`src/design/chdma_pkg.sv`:
```
package chdma_pkg;

    localparam int ADDR_W      = 32;
    localparam int FLEN_W      = 24;
    localparam int SLOT_FW     = 3;
    localparam int FREE_W      = 4;
    localparam int QUEUE_DEPTH = 2;

    localparam logic [FLEN_W-1:0] MAX_CHUNK_RST = 24'd65536;

    typedef enum logic {
        OP_SUBMIT = 1'b0,
        OP_DONE   = 1'b1
    } op_t;

    typedef enum logic [1:0] {
        EV_FIRST  = 2'd0,
        EV_NEXT   = 2'd1,
        EV_FINISH = 2'd2
    } ev_t;

    typedef enum logic {
        BK_IDLE,
        BK_EXEC
    } bk_state_t;

    // Classified command handed from the front to the back
    typedef struct packed {
        op_t                 op;
        logic [SLOT_FW-1:0]  done_slot;
        logic [ADDR_W-1:0]   src;
        logic [ADDR_W-1:0]   dst;
        logic [FLEN_W-1:0]   len;
    } cmd_t;

    typedef struct packed {
        logic full;
        logic empty;
    } q_stat_t;

    typedef struct packed {
        ev_t                 ev;
        logic [SLOT_FW-1:0]  slot;
        logic [ADDR_W-1:0]   src;
        logic [ADDR_W-1:0]   dst;
        logic [FLEN_W-1:0]   len;
        logic [ADDR_W-1:0]   landed_dst;
        logic [FLEN_W-1:0]   landed_len;
        logic [FREE_W-1:0]   free;
    } res_t;

endpackage

```
`src/design/chdma_front.sv`:
```
module chdma_front
    import chdma_pkg::*;
#(
    parameter int NUM_SLOTS = 8
)
(
    input  logic                in_valid,
    output logic                in_stall,
    input  logic                operation,
    input  logic [ADDR_W-1:0]   src_addr,
    input  logic [ADDR_W-1:0]   dst_addr,
    input  logic [FLEN_W-1:0]   total_len,
    input  logic [SLOT_FW-1:0]  done_slot,
    input  q_stat_t             q_stat,
    output logic                push,
    output cmd_t                push_cmd
);

    localparam logic [7:0] SLOT_LIMIT = 8'(NUM_SLOTS);

    logic accept;
    logic slot_ok;

    always_comb
    begin
        in_stall = q_stat.full;
        accept   = in_valid && !q_stat.full;
        slot_ok  = 8'(done_slot) < SLOT_LIMIT;
        // drop chunk-done beats that name a slot beyond the ring
        push     = accept && ((op_t'(operation) == OP_SUBMIT) || slot_ok);

        push_cmd.op        = op_t'(operation);
        push_cmd.done_slot = done_slot;
        push_cmd.src       = src_addr;
        push_cmd.dst       = dst_addr;
        push_cmd.len       = total_len;
    end

endmodule

```
`src/design/chdma_queue.sv`:
```
module chdma_queue
    import chdma_pkg::*;
(
    input  logic    clk,
    input  logic    rst_n,
    input  logic    push,
    input  cmd_t    push_cmd,
    input  logic    pop,
    output cmd_t    head_cmd,
    output q_stat_t stat
);

    localparam int PTR_W = (QUEUE_DEPTH > 1) ? $clog2(QUEUE_DEPTH) : 1;
    localparam int CNT_W = $clog2(QUEUE_DEPTH + 1);
    localparam logic [PTR_W-1:0] LAST_PTR = PTR_W'(QUEUE_DEPTH - 1);
    localparam logic [CNT_W-1:0] FULL_CNT = CNT_W'(QUEUE_DEPTH);

    cmd_t             entry_reg [QUEUE_DEPTH];
    logic [PTR_W-1:0] wr_ptr_reg, wr_ptr_next;
    logic [PTR_W-1:0] rd_ptr_reg, rd_ptr_next;
    logic [CNT_W-1:0] count_reg, count_next;

    always_comb
    begin
        wr_ptr_next = wr_ptr_reg;
        rd_ptr_next = rd_ptr_reg;
        count_next  = count_reg;
        if (push)
        begin
            wr_ptr_next = (wr_ptr_reg == LAST_PTR) ? '0 : wr_ptr_reg + 1'b1;
        end
        if (pop)
        begin
            rd_ptr_next = (rd_ptr_reg == LAST_PTR) ? '0 : rd_ptr_reg + 1'b1;
        end
        if (push && !pop)
        begin
            count_next = count_reg + 1'b1;
        end
        else if (pop && !push)
        begin
            count_next = count_reg - 1'b1;
        end
    end

    always_ff @(posedge clk or negedge rst_n)
    begin
        if (!rst_n)
        begin
            wr_ptr_reg <= '0;
            rd_ptr_reg <= '0;
            count_reg  <= '0;
        end
        else
        begin
            wr_ptr_reg <= wr_ptr_next;
            rd_ptr_reg <= rd_ptr_next;
            count_reg  <= count_next;
        end
    end

    always_ff @(posedge clk)
    begin
        if (push)
        begin
            entry_reg[wr_ptr_reg] <= push_cmd;
        end
    end

    assign head_cmd   = entry_reg[rd_ptr_reg];
    assign stat.full  = (count_reg == FULL_CNT);
    assign stat.empty = (count_reg == '0);

endmodule

```
`src/design/chdma_back.sv`:
```
module chdma_back
    import chdma_pkg::*;
#(
    parameter int NUM_SLOTS = 8,
    parameter int LEN_BITS  = 24
)
(
    input  logic               clk,
    input  logic               rst_n,
    input  cmd_t               head_cmd,
    input  q_stat_t            q_stat,
    output logic               pop,
    input  logic [FLEN_W-1:0]  max_chunk_len,
    input  logic               out_stall,
    output logic               out_valid,
    output res_t               res
);

    localparam int SLOT_W = $clog2(NUM_SLOTS);
    localparam int CNT_W  = $clog2(NUM_SLOTS + 1);
    localparam logic [SLOT_W-1:0] LAST_SLOT = SLOT_W'(NUM_SLOTS - 1);
    localparam logic [CNT_W-1:0]  ALL_FREE  = CNT_W'(NUM_SLOTS);

    typedef struct packed {
        logic [ADDR_W-1:0]   src;
        logic [ADDR_W-1:0]   dst;
        logic [LEN_BITS-1:0] done;
        logic [LEN_BITS-1:0] left;
        logic [LEN_BITS-1:0] step;
    } slot_entry_t;

    slot_entry_t slot_mem [NUM_SLOTS];

    bk_state_t          state_reg, state_next;
    cmd_t               cmd_reg;
    slot_entry_t        rd_entry_reg;
    logic [SLOT_W-1:0]  next_slot_reg, next_slot_next;
    logic [CNT_W-1:0]   free_reg, free_next;
    logic               out_valid_reg, out_valid_next;
    res_t               res_reg, res_next;

    logic                out_free;
    logic                retire;
    logic                is_submit;
    logic [SLOT_W-1:0]   done_idx;
    logic [SLOT_W-1:0]   wr_idx;
    slot_entry_t         wr_entry;
    logic [LEN_BITS-1:0] limit;
    logic [LEN_BITS-1:0] sub_len;
    logic [LEN_BITS-1:0] sub_step;
    logic [LEN_BITS-1:0] left_n;
    logic [LEN_BITS-1:0] done_n;
    logic [LEN_BITS-1:0] nstep;
    logic [ADDR_W-1:0]   landed;

    assign out_free = !out_valid_reg || !out_stall;

    // next state
    always_comb
    begin
        state_next = state_reg;
        case (state_reg)
            BK_IDLE:
            begin
                if (!q_stat.empty)
                begin
                    state_next = BK_EXEC;
                end
            end
            BK_EXEC:
            begin
                if (out_free)
                begin
                    state_next = BK_IDLE;
                end
            end
            default:
            begin
                state_next = BK_IDLE;
            end
        endcase
    end

    // state outputs
    always_comb
    begin
        pop    = 1'b0;
        retire = 1'b0;
        case (state_reg)
            BK_IDLE: pop    = !q_stat.empty;
            BK_EXEC: retire = out_free;
            default:
            begin
                pop    = 1'b0;
                retire = 1'b0;
            end
        endcase
    end

    // slot arithmetic
    always_comb
    begin
        is_submit = (cmd_reg.op == OP_SUBMIT);
        done_idx  = SLOT_W'(cmd_reg.done_slot);
        limit     = LEN_BITS'(max_chunk_len);
        sub_len   = LEN_BITS'(cmd_reg.len);
        sub_step  = (limit >= sub_len) ? sub_len : limit;

        left_n = (rd_entry_reg.left >= rd_entry_reg.step)
                 ? rd_entry_reg.left - rd_entry_reg.step : '0;
        done_n = rd_entry_reg.done + rd_entry_reg.step;
        nstep  = (limit >= left_n) ? left_n : limit;
        landed = rd_entry_reg.dst + ADDR_W'(rd_entry_reg.done);

        next_slot_next = next_slot_reg;
        free_next      = free_reg;
        wr_idx         = done_idx;
        wr_entry       = rd_entry_reg;
        res_next       = res_reg;

        if (is_submit)
        begin
            wr_idx         = next_slot_reg;
            wr_entry.src   = cmd_reg.src;
            wr_entry.dst   = cmd_reg.dst;
            wr_entry.done  = '0;
            wr_entry.left  = sub_len;
            wr_entry.step  = sub_step;
            next_slot_next = (next_slot_reg == LAST_SLOT) ? '0 : next_slot_reg + 1'b1;
            // overwrite in round-robin order even when no slot is free
            free_next      = (free_reg != '0) ? free_reg - 1'b1 : free_reg;

            res_next.ev         = EV_FIRST;
            res_next.slot       = SLOT_FW'(next_slot_reg);
            res_next.src        = cmd_reg.src;
            res_next.dst        = cmd_reg.dst;
            res_next.len        = FLEN_W'(sub_step);
            res_next.landed_dst = '0;
            res_next.landed_len = '0;
        end
        else
        begin
            wr_entry.done = done_n;
            wr_entry.left = left_n;
            res_next.slot       = SLOT_FW'(done_idx);
            res_next.landed_dst = landed;
            res_next.landed_len = FLEN_W'(rd_entry_reg.step);
            if (left_n == '0)
            begin
                free_next    = (free_reg < ALL_FREE) ? free_reg + 1'b1 : free_reg;
                res_next.ev  = EV_FINISH;
                res_next.src = '0;
                res_next.dst = '0;
                res_next.len = '0;
            end
            else
            begin
                wr_entry.step = nstep;
                res_next.ev   = EV_NEXT;
                res_next.src  = rd_entry_reg.src + ADDR_W'(done_n);
                res_next.dst  = rd_entry_reg.dst + ADDR_W'(done_n);
                res_next.len  = FLEN_W'(nstep);
            end
        end
        res_next.free = FREE_W'(free_next);

        out_valid_next = out_valid_reg;
        if (retire)
        begin
            out_valid_next = 1'b1;
        end
        else if (!out_stall)
        begin
            out_valid_next = 1'b0;
        end
    end

    always_ff @(posedge clk or negedge rst_n)
    begin
        if (!rst_n)
        begin
            state_reg     <= BK_IDLE;
            next_slot_reg <= '0;
            free_reg      <= ALL_FREE;
            out_valid_reg <= 1'b0;
        end
        else
        begin
            state_reg     <= state_next;
            out_valid_reg <= out_valid_next;
            if (retire)
            begin
                next_slot_reg <= next_slot_next;
                free_reg      <= free_next;
            end
        end
    end

    always_ff @(posedge clk)
    begin
        if (pop)
        begin
            cmd_reg <= head_cmd;
        end
        if (retire)
        begin
            res_reg <= res_next;
        end
    end

    // slot memory: one registered read port, one write port
    always_ff @(posedge clk)
    begin
        if (pop)
        begin
            rd_entry_reg <= slot_mem[SLOT_W'(head_cmd.done_slot)];
        end
    end

    always_ff @(posedge clk)
    begin
        if (retire)
        begin
            slot_mem[wr_idx] <= wr_entry;
        end
    end

    assign out_valid = out_valid_reg;
    assign res       = res_reg;

endmodule

```
`src/design/chunked_dma_slot_engine.sv`:
```
// Channel  | Handshake            | Payload
// ---------+----------------------+---------------------------------------------
// in       | in_valid / in_stall  | operation, src_addr, dst_addr, total_len,
//          |                      | done_slot
// out      | out_valid / out_stall| event_res, slot, chunk_src, chunk_dst,
//          |                      | chunk_len, landed_dst, landed_len, slots_free
// cfg      | cfg_we               | cfg_wdata (max_chunk_len)
//
// The back takes one command at a time; its slot memory read is registered, so a
// command reads its slot in BK_IDLE and computes and writes back in BK_EXEC.
// To reach out_valid a command passes the queue, slot read and output registers.
// Async active-low reset: ring pointer to slot 0, all slots free, queue empty,
// max_chunk_len to 65536. Slot contents are not cleared.
// Up to 2 commands wait between front and back; in_stall rises only when
// that queue is full, and the output register drains while the back works.
module chunked_dma_slot_engine
    import chdma_pkg::*;
#(
    parameter int NUM_SLOTS = 8,
    parameter int LEN_BITS  = 24
)
(
    input  logic                clk,
    input  logic                rst_n,

    input  logic                cfg_we,
    input  logic [FLEN_W-1:0]   cfg_wdata,

    input  logic                in_valid,
    output logic                in_stall,
    input  logic                operation,
    input  logic [ADDR_W-1:0]   src_addr,
    input  logic [ADDR_W-1:0]   dst_addr,
    input  logic [FLEN_W-1:0]   total_len,
    input  logic [SLOT_FW-1:0]  done_slot,

    output logic                out_valid,
    input  logic                out_stall,
    output logic [1:0]          event_res,
    output logic [SLOT_FW-1:0]  slot,
    output logic [ADDR_W-1:0]   chunk_src,
    output logic [ADDR_W-1:0]   chunk_dst,
    output logic [FLEN_W-1:0]   chunk_len,
    output logic [ADDR_W-1:0]   landed_dst,
    output logic [FLEN_W-1:0]   landed_len,
    output logic [FREE_W-1:0]   slots_free
);

    logic [FLEN_W-1:0] max_chunk_len_reg;

    q_stat_t q_stat;
    logic    push;
    cmd_t    push_cmd;
    logic    pop;
    cmd_t    head_cmd;
    res_t    res;

    // Hold the chunk limit. Software must write it only while the engine is idle; this block does not enforce it.
    always_ff @(posedge clk or negedge rst_n)
    begin
        if (!rst_n)
        begin
            max_chunk_len_reg <= MAX_CHUNK_RST;
        end
        else if (cfg_we)
        begin
            max_chunk_len_reg <= cfg_wdata;
        end
    end

    // Front: accept beats, drop out-of-range chunk-done beats, enqueue the rest.
    chdma_front #(
        .NUM_SLOTS (NUM_SLOTS)
    ) u_front (
        .in_valid  (in_valid),
        .in_stall  (in_stall),
        .operation (operation),
        .src_addr  (src_addr),
        .dst_addr  (dst_addr),
        .total_len (total_len),
        .done_slot (done_slot),
        .q_stat    (q_stat),
        .push      (push),
        .push_cmd  (push_cmd)
    );

    // Command queue decoupling the input handshake from slot processing.
    chdma_queue u_queue (
        .clk      (clk),
        .rst_n    (rst_n),
        .push     (push),
        .push_cmd (push_cmd),
        .pop      (pop),
        .head_cmd (head_cmd),
        .stat     (q_stat)
    );

    // Back: read the slot, open a slot on submit or advance offsets, issue a chunk or finish.
    chdma_back #(
        .NUM_SLOTS (NUM_SLOTS),
        .LEN_BITS  (LEN_BITS)
    ) u_back (
        .clk           (clk),
        .rst_n         (rst_n),
        .head_cmd      (head_cmd),
        .q_stat        (q_stat),
        .pop           (pop),
        .max_chunk_len (max_chunk_len_reg),
        .out_stall     (out_stall),
        .out_valid     (out_valid),
        .res           (res)
    );

    assign event_res  = res.ev;
    assign slot       = res.slot;
    assign chunk_src  = res.src;
    assign chunk_dst  = res.dst;
    assign chunk_len  = res.len;
    assign landed_dst = res.landed_dst;
    assign landed_len = res.landed_len;
    assign slots_free = res.free;

endmodule

```
`config.mk`:
```
export PLATFORM = sky130hd
export DESIGN_NAME = chunked_dma_slot_engine
export DESIGN_NICKNAME = d
export VERILOG_FILES = /design/src/design/chdma_pkg.sv /design/src/design/chdma_front.sv /design/src/design/chdma_queue.sv /design/src/design/chdma_back.sv /design/src/design/chunked_dma_slot_engine.sv
export SDC_FILE = /design/constraint.sdc
export NUM_CORES = 2
export LEC_CHECK = 0
export BUFFER_PORTS_ARGS = -buffer_cell sky130_fd_sc_hd__buf_4
export CAP_MARGIN = 20
export CORE_UTILIZATION = 45
export CTS_BUF_LIST = sky130_fd_sc_hd__clkbuf_8
export DETAILED_ROUTE_END_ITERATION = 6
export GPL_TIMING_DRIVEN = 0
export PLACE_DENSITY_LB_ADDON = 0.2
export SETUP_SLACK_MARGIN = 0.02
export SLEW_MARGIN = 20
export SYNTH_ARGS = -nofsm -noshare
export SYNTH_HDL_FRONTEND = slang
export SYNTH_SLANG_ARGS = --single-unit
```
`constraint.sdc`:
```
create_clock -name clk -period 26 [get_ports clk]
set_clock_uncertainty 0.2 [all_clocks]
set_input_delay 7.8 -clock clk [delete_from_list [all_inputs] [get_ports clk]]
set_output_delay 7.8 -clock clk [all_outputs]
set_load 0.005 [all_outputs]
```
==> metrics.yaml <==
final.setup.tns_ns: 0
ctsHoldBuffers: 0
r2r-end: "u_back.slot_mem[5][14]"
final_cell_mix: "edfxtp_1 (1653), nand2_1 (1462), nand3_1 (706)"
start_util_pct: 45.3
clock_latency_ns: 1.05
drt-total-wl_mm: 235
yosysWarnings: 0
hold_path_end: "u_back.out_valid"
die_w_um: 404
path_clk_slew_ns: 0.06
grt_pass1_vias: 48200
async_flop_share_pct: 2.19
status: "complete, no violations"
yosysUniqueCellTypes: 77
reg2regPathDepth: 21
cp_max_fo: 76
ys_seq_area_share_pct: 69.7
place_inst: 8310
wire_per_inst_um: 26.6
first_pass_iters: 6
hold_start: "u_back.state_reg"
yosysTopAreaCellShare_pct: 68.4
setup_viol: 0
numCtsBuffers: 293
h-tree-depth: 5
syn2layout_area_growth_pct: 16.3
endpoint_kind: "flip-flop"
largest_reg_flops: 1088
antenna_found_initial: 13
postCtsSetupBuffers: 0
min_period_ns: 10.21
final_util_pct: 52.6
drive_gt1_share_pct: 14.0
hold_path.class: "flip-flop to flip-flop"
post-place-ws_ns: 14.73
avgSynthCellArea_um2: 12.5
fmax_ghz: 0.0979
finalCritPeriodShare_pct: 39.3
cts_tree: "done"
syn-cell-area_um2: 72600
r2r_setup_slack_ns: 17.36
coreArea_um2: 160000
yosys.area.top_type: "edfxtp_1"
cts_resized: 0
grt_usage_pct: 28.4
drc: 0
cts-root-buf: "clkbuf_8"
report.final.slew_viol_count: 0
crit_required_ns: 26.46
pin_count: 276
grt_max_degree: 83
port_buffers: 274
ys_ff_latch: 1690
clk_path_buf_depth: 4
synth_edf_count: 1653
stdcell_count: 8811
drv_cap: 0
cts.sinks: 1690
max-slew-margin-rel_pct: 16.4
cp_data_arrival_time_ns: 10.68
hold_viol_final: 0
synthTopCellsByArea: "edfxtp_1 (68%), nand2_1 (7.6%), nand3_1 (4.9%), ha_1 (3.0%), mux2_2 (2.1%)"
min_path_cells: 1
syn_nets: 6093
grt_pass1_wl_mm: 332
timing.rr.start: "u_back.rd_entry_reg[1]"
tightest_slew_ns: 1.25
path_class: "primary input to flip-flop"
fin_ws_ns: 15.79
rsz0062_at_grt: "false"
crit_path_start_kind: "primary input"
ant_nets: 0
post-dp-hpwl_mm: 163
synth_cells: 5795
rows: 147
drt_iter0_markers: 5744
vias: 50200
die_h_um: 404
viasPerCell: 5.70
die_area_um2: 163000
place.gp.congestion: 0.919
num-nets-final: 6744
final_common_cell: "edfxtp_1"
overflow: 0
ys.flop_type: "edfxtp_1"
[kinds of logic (layout without fill, tap and decap cells)]
kind of cell,Yosys count,in the layout,synth area share [%]
compound gates,675,675,5.73
xor+xnor,110,110,1.33
fa+ha+maj,177,177,3.10
buf+inv,409,1262,2.15
flops,1690,1690,69.7
mux,185,185,2.78
other cells,0,3,0
simple gates,2549,2549,15.2
[synth_stat cells, types with 5 or more instances]
cell type,n
o221ai_1,26
xnor2_1,70
o31a_1,5
xor2_1,40
fa_1,5
clkbuf_1,252
a2111oi_0,9
nand4_1,10
nor3b_1,7
a311oi_1,5
o21bai_1,15
and3_1,22
buf_1,25
and2_1,32
edfxtp_1,1653
nand3_1,706
o41ai_1,5
o21ai_0,300
inv_1,121
buf_2,7
or3_1,16
o2111ai_1,10
a21o_1,48
o211ai_1,12
or2_2,31
mux2_2,134
nand2b_1,24
nand2_1,1462
a21oi_1,117
a211oi_1,24
o21a_1,25
nor2b_1,28
nor2_1,143
nor3_1,43
a31oi_1,13
o31ai_1,7
o22ai_1,8
dfrtp_1,35
mux2i_1,51
a22o_1,10
a31o_2,6
ha_1,172
[metrics by stage]
stage / hold slack [ns] / area, um2
2_1_floorplan: 0.261 / 72600
3_3_place_gp: 0.275 / 77300
3_5_place_dp: 0.307 / 79300
4_1_cts: 0.321 / 84300
5_1_grt: 0.339 / 84400
6_report: 0.320 / 84400
[critical path: stages]
cell,delay (ns)
buf_4,0.11
nand2_1,0.08
nand2_1,0.31
inv_8,0.53
nand2b_1,0.38
nor2_4,0.59
buf_16,0.22
buf_12,0.20
buf_16,0.18
buf_16,0.18
[final cells by class]
cell class,instances,area (um2)
Sequential cell,1690,50600
Clock inverter,194,892
Fill cell,13700,76000
Timing Repair Buffer,356,3890
Tap cell,2160,2700
Multi-Input combinational cell,3696,20500
Clock buffer,303,4170
Inverter,123,477
Antenna cell,3,7.51
Buffer,286,1130
[layer usage]
layer | vias to the layer above | wire length, um | track usage, % | share of wire [%]
met5 | - | 0 | 0 | 0
met4 | 0 | 9520 | 12.0 | 4.1
met3 | 430 | 22900 | 6.33 | 9.8
met2 | 2629 | 107000 | 44.0 | 46
met1 | 24700 | 95200 | 38.8 | 41
li1 | 22400 | - | - | -
[how the worst max path moves through the flow]
stage / end / startpoint / depth (start not counted) / slack (ns)
final: u_back.slot_mem[6][79] / out_stall / 10 / 15.79
after floorplan: u_back.slot_mem[7][0] / out_stall / 5 / 7.77
after detailed placement: u_back.slot_mem[7][51] / out_stall / 9 / 14.73
after CTS: u_back.slot_mem[6][79] / out_stall / 10 / 15.81
after global routing: u_back.slot_mem[6][80] / out_stall / 10 / 15.66
after global placement: u_back.slot_mem[3][80] / out_stall / 6 / -0.84
Power is not shown: default switching activity piles up to over one toggle a cycle in this logic, so the estimate is an artifact.
